`src/hdl/temon_pkg.sv`:
```
`default_nettype none

package temon_pkg;

    localparam int CMD_W    = 2;
    localparam int TASK_W   = 3;
    localparam int TIMER_W  = 16;
    localparam int STAMP_W  = 32;
    localparam int LOAD_W   = 8;
    localparam int PERIOD_W = 16;

    localparam int NUM_TASKS_DEF = 8;
    localparam int Q_DEPTH       = 2;

    localparam logic [STAMP_W-1:0]  LOAD_DIVISOR = 32'd20000000;
    // 20000000 is 78125 << 8; for any 24-bit x, x / 78125 equals
    // (x * ceil(2^41 / 78125)) >> 41
    localparam int                    LOAD_PRE_SH = 8;
    localparam int                    LOAD_RCP_SH = 41;
    localparam int                    LOAD_RCP_W  = 25;
    localparam logic [LOAD_RCP_W-1:0] LOAD_RCP    = 25'd28147498;
    localparam logic [PERIOD_W-1:0] PERIOD_RESET = 16'd305;

    typedef enum logic [CMD_W-1:0] {
        CMD_START   = 2'd0,
        CMD_STOP    = 2'd1,
        CMD_TICK    = 2'd2,
        CMD_ANALYZE = 2'd3
    } t_cmd;

    typedef enum logic [1:0] {
        ST_IDLE,
        ST_DIV,
        ST_WALK
    } t_state;

    typedef struct packed {
        t_cmd                cmd;
        logic [TASK_W-1:0]   task_idx;
        logic [TIMER_W-1:0]  timer_value;
    } t_req;

    typedef struct packed {
        logic valid;
        t_req req;
    } t_push;

    typedef struct packed {
        logic valid;
        t_req req;
    } t_head;

    function automatic int idx_w(input int n);
        return (n > 1) ? $clog2(n) : 1;
    endfunction

endpackage

`default_nettype wire

```
`src/hdl/task_execution_time_monitor.sv`:
```
// Task execution time monitor. Start and stop requests stamp a task with a 32-bit wrapping
// time built from the 16-bit timer and the overflow tick count; an analyze request reports
// one result per task in index order (last_of_run on the final one), folding each newly
// measured duration into the task's last and period-maximum figures and the busy total.
// The input side registers and classifies each request and hands it through a two-entry
// queue to a sequencer, so input and output stall independently. In the sequencer start,
// stop and tick requests are handled from the idle state; an analyze pass walks every task
// with one result a cycle while the output is not stalled, preceded by a step in which a
// reciprocal multiplication forms the load figure when the measurement period has ended.
// The per-task stores sit in registered-read memories walked one entry per result; their
// reset contents are supplied by per-entry valid flags, so no clearing pass follows reset.
`default_nettype none

module task_execution_time_monitor import temon_pkg::*; #(
    parameter int NUM_TASKS = NUM_TASKS_DEF
) (
    input  wire logic                 i_clk,
    input  wire logic                 i_rst_n,
    input  wire logic                 i_cfg_wr_en,
    input  wire logic [PERIOD_W-1:0]  i_cfg_wr_data,
    input  wire logic                 i_in_valid,
    output logic                      o_in_stall,
    input  wire logic [CMD_W-1:0]     i_cmd,
    input  wire logic [TASK_W-1:0]    i_task_index,
    input  wire logic [TIMER_W-1:0]   i_timer_value,
    output logic                      o_out_valid,
    input  wire logic                 i_out_stall,
    output logic [TASK_W-1:0]         o_report_task,
    output logic [STAMP_W-1:0]        o_last_duration,
    output logic [STAMP_W-1:0]        o_max_duration,
    output logic [LOAD_W-1:0]         o_load_value,
    output logic                      o_last_of_run
);

    localparam logic [TASK_W-1:0] LAST_REPORT = TASK_W'(NUM_TASKS - 1);

    t_push w_push;
    t_head w_head;
    logic  w_q_full;
    logic  w_pop;

    temon_front #(.NUM_TASKS(NUM_TASKS)) u_front (
        .i_clk         (i_clk),
        .i_rst_n       (i_rst_n),
        .i_in_valid    (i_in_valid),
        .o_in_stall    (o_in_stall),
        .i_cmd         (i_cmd),
        .i_task_index  (i_task_index),
        .i_timer_value (i_timer_value),
        .o_push        (w_push),
        .i_q_full      (w_q_full)
    );

    temon_queue u_queue (
        .i_clk   (i_clk),
        .i_rst_n (i_rst_n),
        .i_push  (w_push),
        .o_full  (w_q_full),
        .o_head  (w_head),
        .i_pop   (w_pop)
    );

    temon_back #(.NUM_TASKS(NUM_TASKS)) u_back (
        .i_clk           (i_clk),
        .i_rst_n         (i_rst_n),
        .i_cfg_wr_en     (i_cfg_wr_en),
        .i_cfg_wr_data   (i_cfg_wr_data),
        .i_head          (w_head),
        .o_pop           (w_pop),
        .o_out_valid     (o_out_valid),
        .i_out_stall     (i_out_stall),
        .o_report_task   (o_report_task),
        .o_last_duration (o_last_duration),
        .o_max_duration  (o_max_duration),
        .o_load_value    (o_load_value),
        .o_last_of_run   (o_last_of_run)
    );

    // the input side only holds back when the queue has no room
    a_stall_needs_full: assert property (@(posedge i_clk) disable iff (!i_rst_n)
        o_in_stall |-> w_q_full)
        else $error("input stalled while queue has room");

    a_pop_needs_head: assert property (@(posedge i_clk) disable iff (!i_rst_n)
        w_pop |-> w_head.valid)
        else $error("sequencer popped an empty queue");

    a_last_is_final_task: assert property (@(posedge i_clk) disable iff (!i_rst_n)
        (o_out_valid && o_last_of_run) |-> (o_report_task == LAST_REPORT))
        else $error("last_of_run flagged on a task other than the final one");

endmodule

`default_nettype wire

```
`src/hdl/temon_ram.sv`:
```
`default_nettype none

module temon_ram import temon_pkg::*; #(
    parameter int WIDTH = STAMP_W,
    parameter int DEPTH = NUM_TASKS_DEF
) (
    input  wire logic                      i_clk,
    input  wire logic                      i_wr_en,
    input  wire logic [idx_w(DEPTH)-1:0]   i_wr_addr,
    input  wire logic [WIDTH-1:0]          i_wr_data,
    input  wire logic [idx_w(DEPTH)-1:0]   i_rd_addr,
    output logic      [WIDTH-1:0]          o_rd_data
);

    logic [WIDTH-1:0] r_mem [DEPTH];
    logic [WIDTH-1:0] r_rd_data;

    always_ff @(posedge i_clk) begin
        if (i_wr_en) begin
            r_mem[i_wr_addr] <= i_wr_data;
        end
        r_rd_data <= r_mem[i_rd_addr];
    end

    assign o_rd_data = r_rd_data;

endmodule

`default_nettype wire

```
`src/hdl/temon_front.sv`:
```
`default_nettype none

module temon_front import temon_pkg::*; #(
    parameter int NUM_TASKS = NUM_TASKS_DEF
) (
    input  wire logic                i_clk,
    input  wire logic                i_rst_n,
    input  wire logic                i_in_valid,
    output logic                     o_in_stall,
    input  wire logic [CMD_W-1:0]    i_cmd,
    input  wire logic [TASK_W-1:0]   i_task_index,
    input  wire logic [TIMER_W-1:0]  i_timer_value,
    output t_push                    o_push,
    input  wire logic                i_q_full
);

    logic r_valid, n_valid;
    t_req r_req;
    logic r_keep;
    logic w_in_range, w_keep, w_leave, w_accept;

    assign w_in_range = 32'(i_task_index) < NUM_TASKS;
    // stamps for a task beyond the table are dropped here
    assign w_keep     = !(i_cmd inside {CMD_START, CMD_STOP}) || w_in_range;
    assign w_leave    = r_valid && (!r_keep || !i_q_full);
    assign o_in_stall = r_valid && !w_leave;
    assign w_accept   = i_in_valid && !o_in_stall;

    always_comb begin
        n_valid = r_valid;
        if (w_accept) begin
            n_valid = 1'b1;
        end else if (w_leave) begin
            n_valid = 1'b0;
        end
    end

    always_ff @(posedge i_clk) begin
        if (!i_rst_n) begin
            r_valid <= 1'b0;
        end else begin
            r_valid <= n_valid;
        end
    end

    always_ff @(posedge i_clk) begin
        if (w_accept) begin
            r_req.cmd         <= t_cmd'(i_cmd);
            r_req.task_idx    <= i_task_index;
            r_req.timer_value <= i_timer_value;
            r_keep            <= w_keep;
        end
    end

    assign o_push.valid = r_valid && r_keep && !i_q_full;
    assign o_push.req   = r_req;

endmodule

`default_nettype wire

```
`src/hdl/temon_queue.sv`:
```
`default_nettype none

module temon_queue import temon_pkg::*; (
    input  wire logic   i_clk,
    input  wire logic   i_rst_n,
    input  wire t_push  i_push,
    output logic        o_full,
    output t_head       o_head,
    input  wire logic   i_pop
);

    localparam int QAW = idx_w(Q_DEPTH);
    localparam int QCW = idx_w(Q_DEPTH + 1);
    localparam logic [QAW-1:0] LAST_PTR = QAW'(Q_DEPTH - 1);

    t_req            r_mem [Q_DEPTH];
    logic [QAW-1:0]  r_wr_ptr, r_rd_ptr;
    logic [QCW-1:0]  r_count;
    logic            w_do_push, w_do_pop;

    assign o_full      = (r_count == QCW'(Q_DEPTH));
    assign o_head.valid = (r_count != '0);
    assign o_head.req   = r_mem[r_rd_ptr];
    assign w_do_push   = i_push.valid && !o_full;
    assign w_do_pop    = i_pop && o_head.valid;

    always_ff @(posedge i_clk) begin
        if (w_do_push) begin
            r_mem[r_wr_ptr] <= i_push.req;
        end
    end

    always_ff @(posedge i_clk) begin
        if (!i_rst_n) begin
            r_wr_ptr <= '0;
            r_rd_ptr <= '0;
            r_count  <= '0;
        end else begin
            if (w_do_push) begin
                r_wr_ptr <= (r_wr_ptr == LAST_PTR) ? '0 : r_wr_ptr + QAW'(1);
            end
            if (w_do_pop) begin
                r_rd_ptr <= (r_rd_ptr == LAST_PTR) ? '0 : r_rd_ptr + QAW'(1);
            end
            case ({w_do_push, w_do_pop})
                2'b10:   r_count <= r_count + QCW'(1);
                2'b01:   r_count <= r_count - QCW'(1);
                default: r_count <= r_count;
            endcase
        end
    end

endmodule

`default_nettype wire

```
`src/hdl/temon_back.sv`:
```
`default_nettype none

module temon_back import temon_pkg::*; #(
    parameter int NUM_TASKS = NUM_TASKS_DEF
) (
    input  wire logic                 i_clk,
    input  wire logic                 i_rst_n,
    input  wire logic                 i_cfg_wr_en,
    input  wire logic [PERIOD_W-1:0]  i_cfg_wr_data,
    input  wire t_head                i_head,
    output logic                      o_pop,
    output logic                      o_out_valid,
    input  wire logic                 i_out_stall,
    output logic [TASK_W-1:0]         o_report_task,
    output logic [STAMP_W-1:0]        o_last_duration,
    output logic [STAMP_W-1:0]        o_max_duration,
    output logic [LOAD_W-1:0]         o_load_value,
    output logic                      o_last_of_run
);

    localparam int TW  = idx_w(NUM_TASKS);
    localparam int BHW = STAMP_W - LOAD_PRE_SH;
    localparam int PW  = BHW + LOAD_RCP_W;
    localparam logic [TW-1:0] LAST_IDX = TW'(NUM_TASKS - 1);

    t_state                r_state, n_state;
    logic [TW-1:0]         r_walk, n_walk;
    logic [STAMP_W-1:0]    r_ovf, n_ovf;
    logic [STAMP_W-1:0]    r_busy, n_busy;
    logic [LOAD_W-1:0]     r_load, n_load;
    logic [PERIOD_W-1:0]   r_period;
    logic [NUM_TASKS-1:0]  r_mark, n_mark;
    logic [NUM_TASKS-1:0]  r_start_vld, n_start_vld;
    logic [NUM_TASKS-1:0]  r_dur_vld, n_dur_vld;
    logic [NUM_TASKS-1:0]  r_max_vld, n_max_vld;
    logic                  r_out_valid, n_out_valid;

    logic [TASK_W-1:0]     r_out_task, n_out_task;
    logic [STAMP_W-1:0]    r_out_dur, n_out_dur;
    logic [STAMP_W-1:0]    r_out_max, n_out_max;
    logic [LOAD_W-1:0]     r_out_load, n_out_load;
    logic                  r_out_last, n_out_last;

    logic [TW-1:0]         w_head_idx;
    logic [STAMP_W-1:0]    w_time;
    logic                  w_start_we, w_stop_we, w_dm_we;
    logic [STAMP_W-1:0]    w_start_q, w_stop_q;
    logic [2*STAMP_W-1:0]  w_dm_q;
    logic [STAMP_W-1:0]    w_start, w_d, w_cur_dur, w_cur_max, w_new_dur, w_new_max;
    logic                  w_commit, w_has;
    logic [BHW-1:0]        w_busy_hi;
    logic [PW-1:0]         w_load_prod;
    logic [LOAD_W-1:0]     w_load;

    assign w_head_idx = TW'(i_head.req.task_idx);
    // overflow_count * 0xFFFF is (count << 16) - count, wrapping at 32 bits
    assign w_time = {r_ovf[STAMP_W-TIMER_W-1:0], {TIMER_W{1'b0}}} - r_ovf
                    + STAMP_W'(i_head.req.timer_value);

    // start, duration and maximum entries never written read as zero
    assign w_has     = r_mark[r_walk];
    assign w_start   = r_start_vld[r_walk] ? w_start_q : '0;
    assign w_cur_dur = r_dur_vld[r_walk] ? w_dm_q[2*STAMP_W-1:STAMP_W] : '0;
    assign w_cur_max = r_max_vld[r_walk] ? w_dm_q[STAMP_W-1:0] : '0;
    assign w_d       = w_stop_q - w_start;
    assign w_new_dur = w_has ? w_d : w_cur_dur;
    assign w_new_max = (w_has && (w_d > w_cur_max)) ? w_d : w_cur_max;
    assign w_commit  = !r_out_valid || !i_out_stall;

    // busy total / 20000000 by reciprocal multiplication of the upper bits
    assign w_busy_hi   = r_busy[STAMP_W-1:LOAD_PRE_SH];
    assign w_load_prod = PW'(w_busy_hi) * PW'(LOAD_RCP);
    assign w_load      = w_load_prod[LOAD_RCP_SH +: LOAD_W];

    temon_ram #(.WIDTH(STAMP_W), .DEPTH(NUM_TASKS)) u_start_ram (
        .i_clk     (i_clk),
        .i_wr_en   (w_start_we),
        .i_wr_addr (w_head_idx),
        .i_wr_data (w_time),
        .i_rd_addr (n_walk),
        .o_rd_data (w_start_q)
    );

    temon_ram #(.WIDTH(STAMP_W), .DEPTH(NUM_TASKS)) u_stop_ram (
        .i_clk     (i_clk),
        .i_wr_en   (w_stop_we),
        .i_wr_addr (w_head_idx),
        .i_wr_data (w_time),
        .i_rd_addr (n_walk),
        .o_rd_data (w_stop_q)
    );

    // last duration in the upper half, period maximum in the lower half
    temon_ram #(.WIDTH(2 * STAMP_W), .DEPTH(NUM_TASKS)) u_figure_ram (
        .i_clk     (i_clk),
        .i_wr_en   (w_dm_we),
        .i_wr_addr (r_walk),
        .i_wr_data ({w_new_dur, w_new_max}),
        .i_rd_addr (n_walk),
        .o_rd_data (w_dm_q)
    );

    always_comb begin
        n_state     = r_state;
        n_walk      = r_walk;
        n_ovf       = r_ovf;
        n_busy      = r_busy;
        n_load      = r_load;
        n_mark      = r_mark;
        n_start_vld = r_start_vld;
        n_dur_vld   = r_dur_vld;
        n_max_vld   = r_max_vld;
        n_out_valid = r_out_valid;
        n_out_task  = r_out_task;
        n_out_dur   = r_out_dur;
        n_out_max   = r_out_max;
        n_out_load  = r_out_load;
        n_out_last  = r_out_last;
        o_pop       = 1'b0;
        w_start_we  = 1'b0;
        w_stop_we   = 1'b0;
        w_dm_we     = 1'b0;

        if (r_out_valid && !i_out_stall) begin
            n_out_valid = 1'b0;
        end

        case (r_state)
            ST_IDLE: begin
                if (i_head.valid) begin
                    o_pop = 1'b1;
                    case (i_head.req.cmd)
                        CMD_START: begin
                            w_start_we              = 1'b1;
                            n_start_vld[w_head_idx] = 1'b1;
                            n_mark[w_head_idx]      = 1'b0;
                        end
                        CMD_STOP: begin
                            w_stop_we          = 1'b1;
                            n_mark[w_head_idx] = 1'b1;
                        end
                        CMD_TICK: begin
                            n_ovf = r_ovf + STAMP_W'(1);
                        end
                        CMD_ANALYZE: begin
                            if (r_ovf > STAMP_W'(r_period)) begin
                                n_state = ST_DIV;
                            end else begin
                                n_state = ST_WALK;
                            end
                        end
                        default: ;
                    endcase
                end
            end

            // period end: take the load figure and clear the period totals
            ST_DIV: begin
                n_load    = w_load;
                n_busy    = '0;
                n_ovf     = '0;
                n_max_vld = '0;
                n_state   = ST_WALK;
            end

            ST_WALK: begin
                if (w_commit) begin
                    if (w_has) begin
                        w_dm_we           = 1'b1;
                        n_dur_vld[r_walk] = 1'b1;
                        n_max_vld[r_walk] = 1'b1;
                        n_mark[r_walk]    = 1'b0;
                        n_busy            = r_busy + w_d;
                    end
                    n_out_valid = 1'b1;
                    n_out_task  = TASK_W'(r_walk);
                    n_out_dur   = w_new_dur;
                    n_out_max   = w_new_max;
                    n_out_load  = r_load;
                    n_out_last  = (r_walk == LAST_IDX);
                    if (r_walk == LAST_IDX) begin
                        n_walk  = '0;
                        n_state = ST_IDLE;
                    end else begin
                        n_walk = r_walk + TW'(1);
                    end
                end
            end

            default: begin
                n_state = ST_IDLE;
            end
        endcase
    end

    always_ff @(posedge i_clk) begin
        if (!i_rst_n) begin
            r_state     <= ST_IDLE;
            r_walk      <= '0;
            r_ovf       <= '0;
            r_busy      <= '0;
            r_load      <= '0;
            r_mark      <= '0;
            r_start_vld <= '0;
            r_dur_vld   <= '0;
            r_max_vld   <= '0;
            r_out_valid <= 1'b0;
        end else begin
            r_state     <= n_state;
            r_walk      <= n_walk;
            r_ovf       <= n_ovf;
            r_busy      <= n_busy;
            r_load      <= n_load;
            r_mark      <= n_mark;
            r_start_vld <= n_start_vld;
            r_dur_vld   <= n_dur_vld;
            r_max_vld   <= n_max_vld;
            r_out_valid <= n_out_valid;
        end
    end

    always_ff @(posedge i_clk) begin
        if (!i_rst_n) begin
            r_period <= PERIOD_RESET;
        end else if (i_cfg_wr_en) begin
            r_period <= i_cfg_wr_data;
        end
    end

    always_ff @(posedge i_clk) begin
        r_out_task <= n_out_task;
        r_out_dur  <= n_out_dur;
        r_out_max  <= n_out_max;
        r_out_load <= n_out_load;
        r_out_last <= n_out_last;
    end

    assign o_out_valid     = r_out_valid;
    assign o_report_task   = r_out_task;
    assign o_last_duration = r_out_dur;
    assign o_max_duration  = r_out_max;
    assign o_load_value    = r_out_load;
    assign o_last_of_run   = r_out_last;

endmodule

`default_nettype wire
```
`config.mk`:
```
export PLATFORM = sky130hd
export DESIGN_NAME = task_execution_time_monitor
export DESIGN_NICKNAME = d
export VERILOG_FILES = /design/src/hdl/temon_pkg.sv /design/src/hdl/task_execution_time_monitor.sv /design/src/hdl/temon_ram.sv /design/src/hdl/temon_front.sv /design/src/hdl/temon_queue.sv /design/src/hdl/temon_back.sv
export SDC_FILE = /design/constraint.sdc
export NUM_CORES = 2
export LEC_CHECK = 0
export BUFFER_PORTS_ARGS = -buffer_cell sky130_fd_sc_hd__buf_2
export CAP_MARGIN = 20
export CELL_PAD_IN_SITES_DETAIL_PLACEMENT = 1
export CELL_PAD_IN_SITES_GLOBAL_PLACEMENT = 2
export CORE_MARGIN = 2
export CORE_UTILIZATION = 45
export CTS_BUF_LIST = sky130_fd_sc_hd__clkbuf_8
export CTS_CLUSTER_DIAMETER = 30
export DETAILED_ROUTE_END_ITERATION = 8
export GPL_ROUTABILITY_DRIVEN = 0
export PLACE_DENSITY_LB_ADDON = 0.15
export SLEW_MARGIN = 0
export SYNTH_ARGS = -nofsm -noshare
export SYNTH_HDL_FRONTEND = slang
export SYNTH_SLANG_ARGS = --single-unit
```
`constraint.sdc`:
```
create_clock -name i_clk -period 10.32 [get_ports i_clk]
set_clock_uncertainty 0.1 [all_clocks]
set_input_delay 1.548 -clock i_clk [delete_from_list [all_inputs] [get_ports i_clk]]
set_output_delay 1.548 -clock i_clk [all_outputs]
set_load 0.02 [all_outputs]
```
### Word-level counts from Yosys, hierarchy flattened

Memories as Yosys holds them, arrays and structs flattened. A register that Yosys moved wholly into a read port is not among the register bits.
Index checks and enable logic that the tools add are counted.
Widths: inputs -> output; s select.

* word-level logic and storage cells: 167
* memories kept: 4
* register bits after elaboration: 228
* input port bits: 42
* output and inout port bits: 78
* memory bits (writable): 1066

* reduce and logical (&&, ||, !) cells: 30
* $add $sub $neg: 10
* $lt $le $gt $ge: 6
* multiplexer cells: 69
* equal/unequal tests: 16
* multipliers: 1
* bitwise operators: 8

Memory list
* u_back.u_figure_ram.r_mem: words 8, width 64, read ports 1, clocked after memory_dff 1, write ports 1, RTL line temon_ram.sv:15 `logic [WIDTH-1:0] r_mem [DEPTH];`
* u_back.u_start_ram.r_mem: words 8, width 32, read ports 1, clocked after memory_dff 1, write ports 1, RTL line temon_ram.sv:15
* u_back.u_stop_ram.r_mem: words 8, width 32, read ports 1, clocked after memory_dff 1, write ports 1, RTL line temon_ram.sv:15
* u_queue.r_mem: words 2, width 21, read ports 1, clocked after memory_dff 1, write ports 1, RTL line temon_queue.sv:16 `t_req r_mem [Q_DEPTH];`

Operator list (number)
* $mux 32: 9
* $pmux 32 s2: 2
* $sub 32x32->32: 2
* $mul 24x24->48 const B: 1
* $pmux 8 s2: 3
* $mux 8: 5
* $mux 1: 34
* $add 32x1->32 const B: 1
* $add 32x16->32: 1
* $add 32x32->32: 1
* $gt 32x16->1: 1
* $gt 32x32->1: 1
* $or 8x8->8: 4
* $and 8x8->8: 2
* $not 8->8: 2
* $bmux 1 s3: 4
* $reduce_and 3->1: 4
* $reduce_bool 2->1: 6
* $eq 2x2->1 const B: 5
* $mux 2: 5
* $logic_and 1x1->1: 9
* $mux 3: 3
* $lt 3x4->1 const B: 2
* $demux 1 s3: 2
* other kinds (18): 31

### Longest topological paths before layout

* depth in word-level cells: 9
* mapped depth: 31
* gate-level depth less buffers: 30

### Hierarchy

From an unflattened synthesis, not the netlist that was laid out.

* cells, all modules: 4445
* area total of the unflattened synthesis: 68869.8 µm²

Modules (own cells, without submodules)
* temon_back: area an instance 24955.2 µm², seq. area each 4804.6 µm², cells an instance 2681, instances 1
* temon_ram at u_back.u_start_ram ...: area an instance 10466.3 µm², seq. area each 8328.0 µm², cells an instance 415, instances 2
* temon_ram at u_back.u_figure_ram: area an instance 20547.2 µm², seq. area each 16656.0 µm², cells an instance 816, instances 1
* temon_queue: area an instance 1746.7 µm², seq. area each 1361.3 µm², cells an instance 91, instances 1
* temon_front: area an instance 688.2 µm², seq. area each 650.6 µm², cells an instance 27, instances 1

### Worst setup path before layout

OpenSTA, ideal clock, no wires.

* path kind: input to register
* from: input port i_out_stall
* to: memory u_back.u_figure_ram.r_mem[3][0] (netlist name) (enable)
* cell stages on the path: 5
* required time: 9.653 ns
* data arrival time: 8.078 ns
* path slack: 1.575 ns
* buffers on the path: 0
* library setup time: 0.567 ns
* cells stage by stage: nand2_1 nand2_1 inv_1 nand2_1 nor3_1

* longest elaborated chain between the ends: 6

Ends and longest elaborated chain
* from (decl): RTL line task_execution_time_monitor.sv:27 `input wire logic i_out_stall,`
* $logic_not 1->1: RTL line temon_back.sv:68 `assign w_commit = !r_out_valid || !i_out_stall;`
* $logic_or 1x1->1: RTL line temon_back.sv:68
* $mux 1: RTL line temon_back.sv:167 `if (w_commit) begin`
* $mux 1: RTL line temon_back.sv:128 `case (r_state)`
* $mux 1: RTL line temon_ram.sv:19 `if (i_wr_en) begin`
* $mux 1 (not written as such): RTL line temon_ram.sv:20 `r_mem[i_wr_addr] <= i_wr_data;`
* to (decl): RTL line temon_ram.sv:15

Every way passes these cells.

### Worst setup path after layout

* from: register u_back.r_walk[0]
* to: register u_back.r_out_max[2], in the netlist u_back.o_max_duration[2] (data pin)

* longest elaborated chain between the ends: 7
* elaborated cells on any way between the ends: 12
* classes of those cells: 1 x add/sub; 1 x order compare; 9 x mux; 1 x reduce/logical

Ends and longest elaborated chain
* from (decl): RTL line temon_back.sv:27 `logic [TW-1:0] r_walk, n_walk;`
* from (signal assigned): RTL line temon_back.sv:210 `r_walk <= n_walk;`
* $bmux 1 s3: RTL line temon_back.sv:62 `assign w_start = r_start_vld[r_walk] ? w_start_q : '0;`
* $mux 1 (not written as such): RTL line temon_back.sv:62
* $mux 32: RTL line temon_back.sv:62
* $sub 32x32->32: RTL line temon_back.sv:65 `assign w_d = w_stop_q - w_start;`
* $gt 32x32->1: RTL line temon_back.sv:67 `assign w_new_max = (w_has && (w_d > w_cur_max)) ? w_d : w_cur_max;`
* $logic_and 1x1->1: RTL line temon_back.sv:67
* $mux 32 *: RTL line temon_back.sv:67
* named net u_back.u_figure_ram.i_wr_data[2]: RTL line temon_ram.sv:10 `input wire logic [WIDTH-1:0] i_wr_data,`
* to (signal assigned): RTL line temon_back.sv:233 `r_out_max <= n_out_max;`
* to (decl): RTL line temon_back.sv:40 `logic [STAMP_W-1:0] r_out_max, n_out_max;`

The timed path passes the listed nets; every way through them passes the cells marked *. The select of a mux whose other input is x is not followed.
A chain may end at the register's enable or synchronous reset.

==> flow_metrics.tcl <==
set metrics [dict create \
    status "complete, no violations" \
    areaGrowthSynthToFinish_pct 14.81 \
    initial_core_util_pct 45.16 \
    drive_above_1_share_pct 12.15 \
    fin_area_um2 79690 \
    crit_type "reg2reg" \
    min_path_cells 0 \
    cts_sinks 1423 \
    cp.arrival_ns 9.15 \
    synth_warnings 0 \
    async_reset_ff_share_pct 0 \
    grt_max_degree 176 \
    worstHoldStart "u_back.r_load[7]$_SDFFE_PN0P_" \
    yosysSeqAreaShare_pct 57.82 \
    drt_pass1_iterations 5 \
    n_fill_cell 15970 \
    ctsResizeCount 0 \
    cts_buffer_depth 4 \
    syn_nets 6712 \
    r2r-end "u_back.o_max_duration[2]$_DFFE_PP_" \
    endpoint_kind "register" \
    start_kind "register" \
    power.density_nw_per_um2 251.1 \
    cap_violations 0 \
    postCtsSetupBuffers 0 \
    grt_pass1_wl_mm 305.0 \
    dieArea_um2 157400 \
    final_net_count 7011 \
    cts_tree "done" \
    required_ns 10.88 \
    numCtsBuffers 333 \
    fin_setup_tns_ns 0 \
    synth_cell_type_count 75 \
    wirelength_mm 201.6 \
    period_share_pct 83.21 \
    netlist_area_um2 69410 \
    num_vias 46690 \
    rsz0062_at_grt "false" \
    synthTopCellsByArea "edfxtp_1 50%, fa_1 8.3%, dfxtp_1 7.5%, nand2_1 7.2%, ha_1 6.7%" \
    final_antenna_net_count 0 \
    fmax_mhz 116.4 \
    r2r_cells 26 \
    ys_seq_elements 1423 \
    clk_latency_ns 1.03 \
    crit_fanout 19 \
    die-height_um 396.7 \
    p_leak_nw 33.29 \
    grt_use_total_pct 25.78 \
    hp-class "reg2reg" \
    r2r-start "u_back.r_walk[0]$_SDFF_PN0_" \
    slew_viol_final 0 \
    critPathSlowestCell "dfxtp_1" \
    cts_hold_buf 0 \
    wl_per_cell_um 23.40 \
    maxSlewHeadroom_pct 16.87 \
    finalSetupViolCount 0 \
    seq_area_um2 40130 \
    ios 120 \
    portBuffers 119 \
    hold_violations 0 \
    synth_flop_cell "edfxtp_1" \
    hold_path_end "u_back.o_load_value[7]$_DFFE_PP_" \
    ir_worst_vdd_mv 0.2080 \
    power_mw 20.01 \
    viasPerCell 5.418 \
    fin_crit_ns 8.588 \
    synth.most_common_cell "nand2_1" \
    clk_pin_slew_ns 0.05 \
    synth_top_area_cell "edfxtp_1" \
    first_iter_violations 2861 \
    chipWidth_um 396.7 \
    dpl-instance-area_um2 72720 \
    htree_num_levels 5 \
    fin_util_pct 51.85 \
    grt_antenna_before_repair 6 \
    fp.coreArea_um2 153700 \
    synth_edf_count 1163 \
    r2r_slack_ns 1.73 \
    cts_root_buf "clkbuf_8" \
    grt-ovfl-total 0 \
    synthCells 6008 \
    drc 0 \
    dp_hpwl_mm 129.1 \
    multi_input_area_um2 26810 \
    yosysTopAreaCellShare_pct 50.32 \
    slowest_delay_ns 0.78 \
    worst_slew_pin_slew_ns 1.238 \
    rows 144 \
    synth_commonest_cells "1,340 x nand2_1, 1,163 x edfxtp_1, 685 x nand3_1" \
    grt_pass1_vias 49060 \
    synth_area_per_cell_um2 11.55 \
]
-- sequential cells by signal, indices dropped and copies added (netlist names), 3 cells and up, named ones only --
| register | cells |
|---|---|
| u_back.o_last_duration | 32 |
| u_back.o_load_value | 8 |
| u_back.o_max_duration | 32 |
| u_back.o_report_task | 3 |
| u_back.r_busy | 32 |
| u_back.r_dur_vld | 8 |
| u_back.r_load | 8 |
| u_back.r_max_vld | 8 |
| u_back.r_ovf | 32 |
| u_back.r_period | 16 |
| u_back.r_start_vld | 8 |
| u_back.r_walk | 3 |
| u_back.u_figure_ram.o_rd_data | 64 |
| u_back.u_figure_ram.r_mem | 512 |
| u_back.u_start_ram.o_rd_data | 32 |
| u_back.u_start_ram.r_mem | 256 |
| u_back.u_stop_ram.o_rd_data | 32 |
| u_back.u_stop_ram.r_mem | 256 |
| u_front.o_push | 21 |
| u_queue.r_mem | 42 |
-- how the worst max path moves through the flow --
stage                                start                                         to  slack [ns]  cells past startpoint
2_1_floorplan                  i_out_stall  u_back.u_figure_ram.r_mem[3][0]$_DFFE_PP_        1.57                      5
3_3_place_gp   u_back.r_walk[0]$_SDFF_PN0_  u_back.u_figure_ram.r_mem[4][2]$_DFFE_PP_        2.10                     26
3_5_place_dp   u_back.r_walk[0]$_SDFF_PN0_  u_back.u_figure_ram.r_mem[6][2]$_DFFE_PP_        1.79                     26
4_1_cts        u_back.r_walk[0]$_SDFF_PN0_         u_back.o_max_duration[2]$_DFFE_PP_        1.81                     26
5_1_grt        u_back.r_walk[0]$_SDFF_PN0_         u_back.o_max_duration[2]$_DFFE_PP_        1.18                     28
6_report       u_back.r_walk[0]$_SDFF_PN0_         u_back.o_max_duration[2]$_DFFE_PP_        1.73                     26
-- per-layer routing --
layer	global-route usage (%)	share of wire, %	vias up
met5	0	0.0055	-
met1	34.55	44	23920
met4	7.000	2.2	2
met2	43.47	49	991
met3	4.125	4.3	281
li1	-	-	21490
-- layout make-up --
type                       instances  area share [%]
sequential                      1423           50.36
multi-input combinational       3838           33.64
clock buffer                     360           6.218
tap                             2044           3.209
clock inverter                   234           2.464
inverter                         502           2.368
timing repair buffer             209           1.722
antenna                            7         0.02198
-- cell usage in the layout (no fill, tap or decap), drive strengths merged, types with 37 or more instances in the layout --
cell type / count
xnor2: 98
clkinv: 101
nand2: 1340
fa: 288
buf: 207
inv: 570
a21oi: 114
nor3: 37
ha: 374
edfxtp: 1163
nand3: 685
nor2b: 57
a21o: 76
o21a: 39
o21ai: 230
dfxtp: 260
mux2i: 49
clkbuf: 362
nor2: 122
-- cells by family after synthesis --
group           after synthesis  synth area share [%]
simple gates               2368                 14.86
flops                      1423                 57.82
buf+inv                     747                 4.047
fa+ha+maj                   662                 15.05
compound gates              607                 5.536
xor+xnor                    133                 1.678
mux                          68                 1.015
-- critical path, delay by kind of cell (launching register included) --
| family | cells | cell delay, ns |
|---|---|---|
| buffers and inverters | 2 | 0.54 |
| AND/OR/NAND/NOR | 8 | 2.48 |
| AO/OA/AOI/OAI | 11 | 2.60 |
| adder cells (fa/ha/maj) | 3 | 0.90 |
| flip-flops | 1 | 0.78 |
| multiplexers | 1 | 0.68 |
| XOR/XNOR | 1 | 0.21 |
-- stage by stage --
stage / setup slack, ns / std cells / hold WS [ns]
4_1_cts: 1.809 / 8605 / 0.3178
6_report: 1.732 / 8617 / 0.3205
2_1_floorplan: 1.575 / 6008 / 0.3006
3_5_place_dp: 1.787 / 8011 / 0.3179
5_1_grt: 1.185 / 8613 / 0.3409
3_3_place_gp: 2.099 / 8008 / 0.3169
-- where the power goes --
group          internal [mW]  switching, mW
combinational           1.75           4.18
clock                   4.01           2.66
sequential              7.12          0.284
total                   12.9           7.12
(Power assumes the default switching activity.)
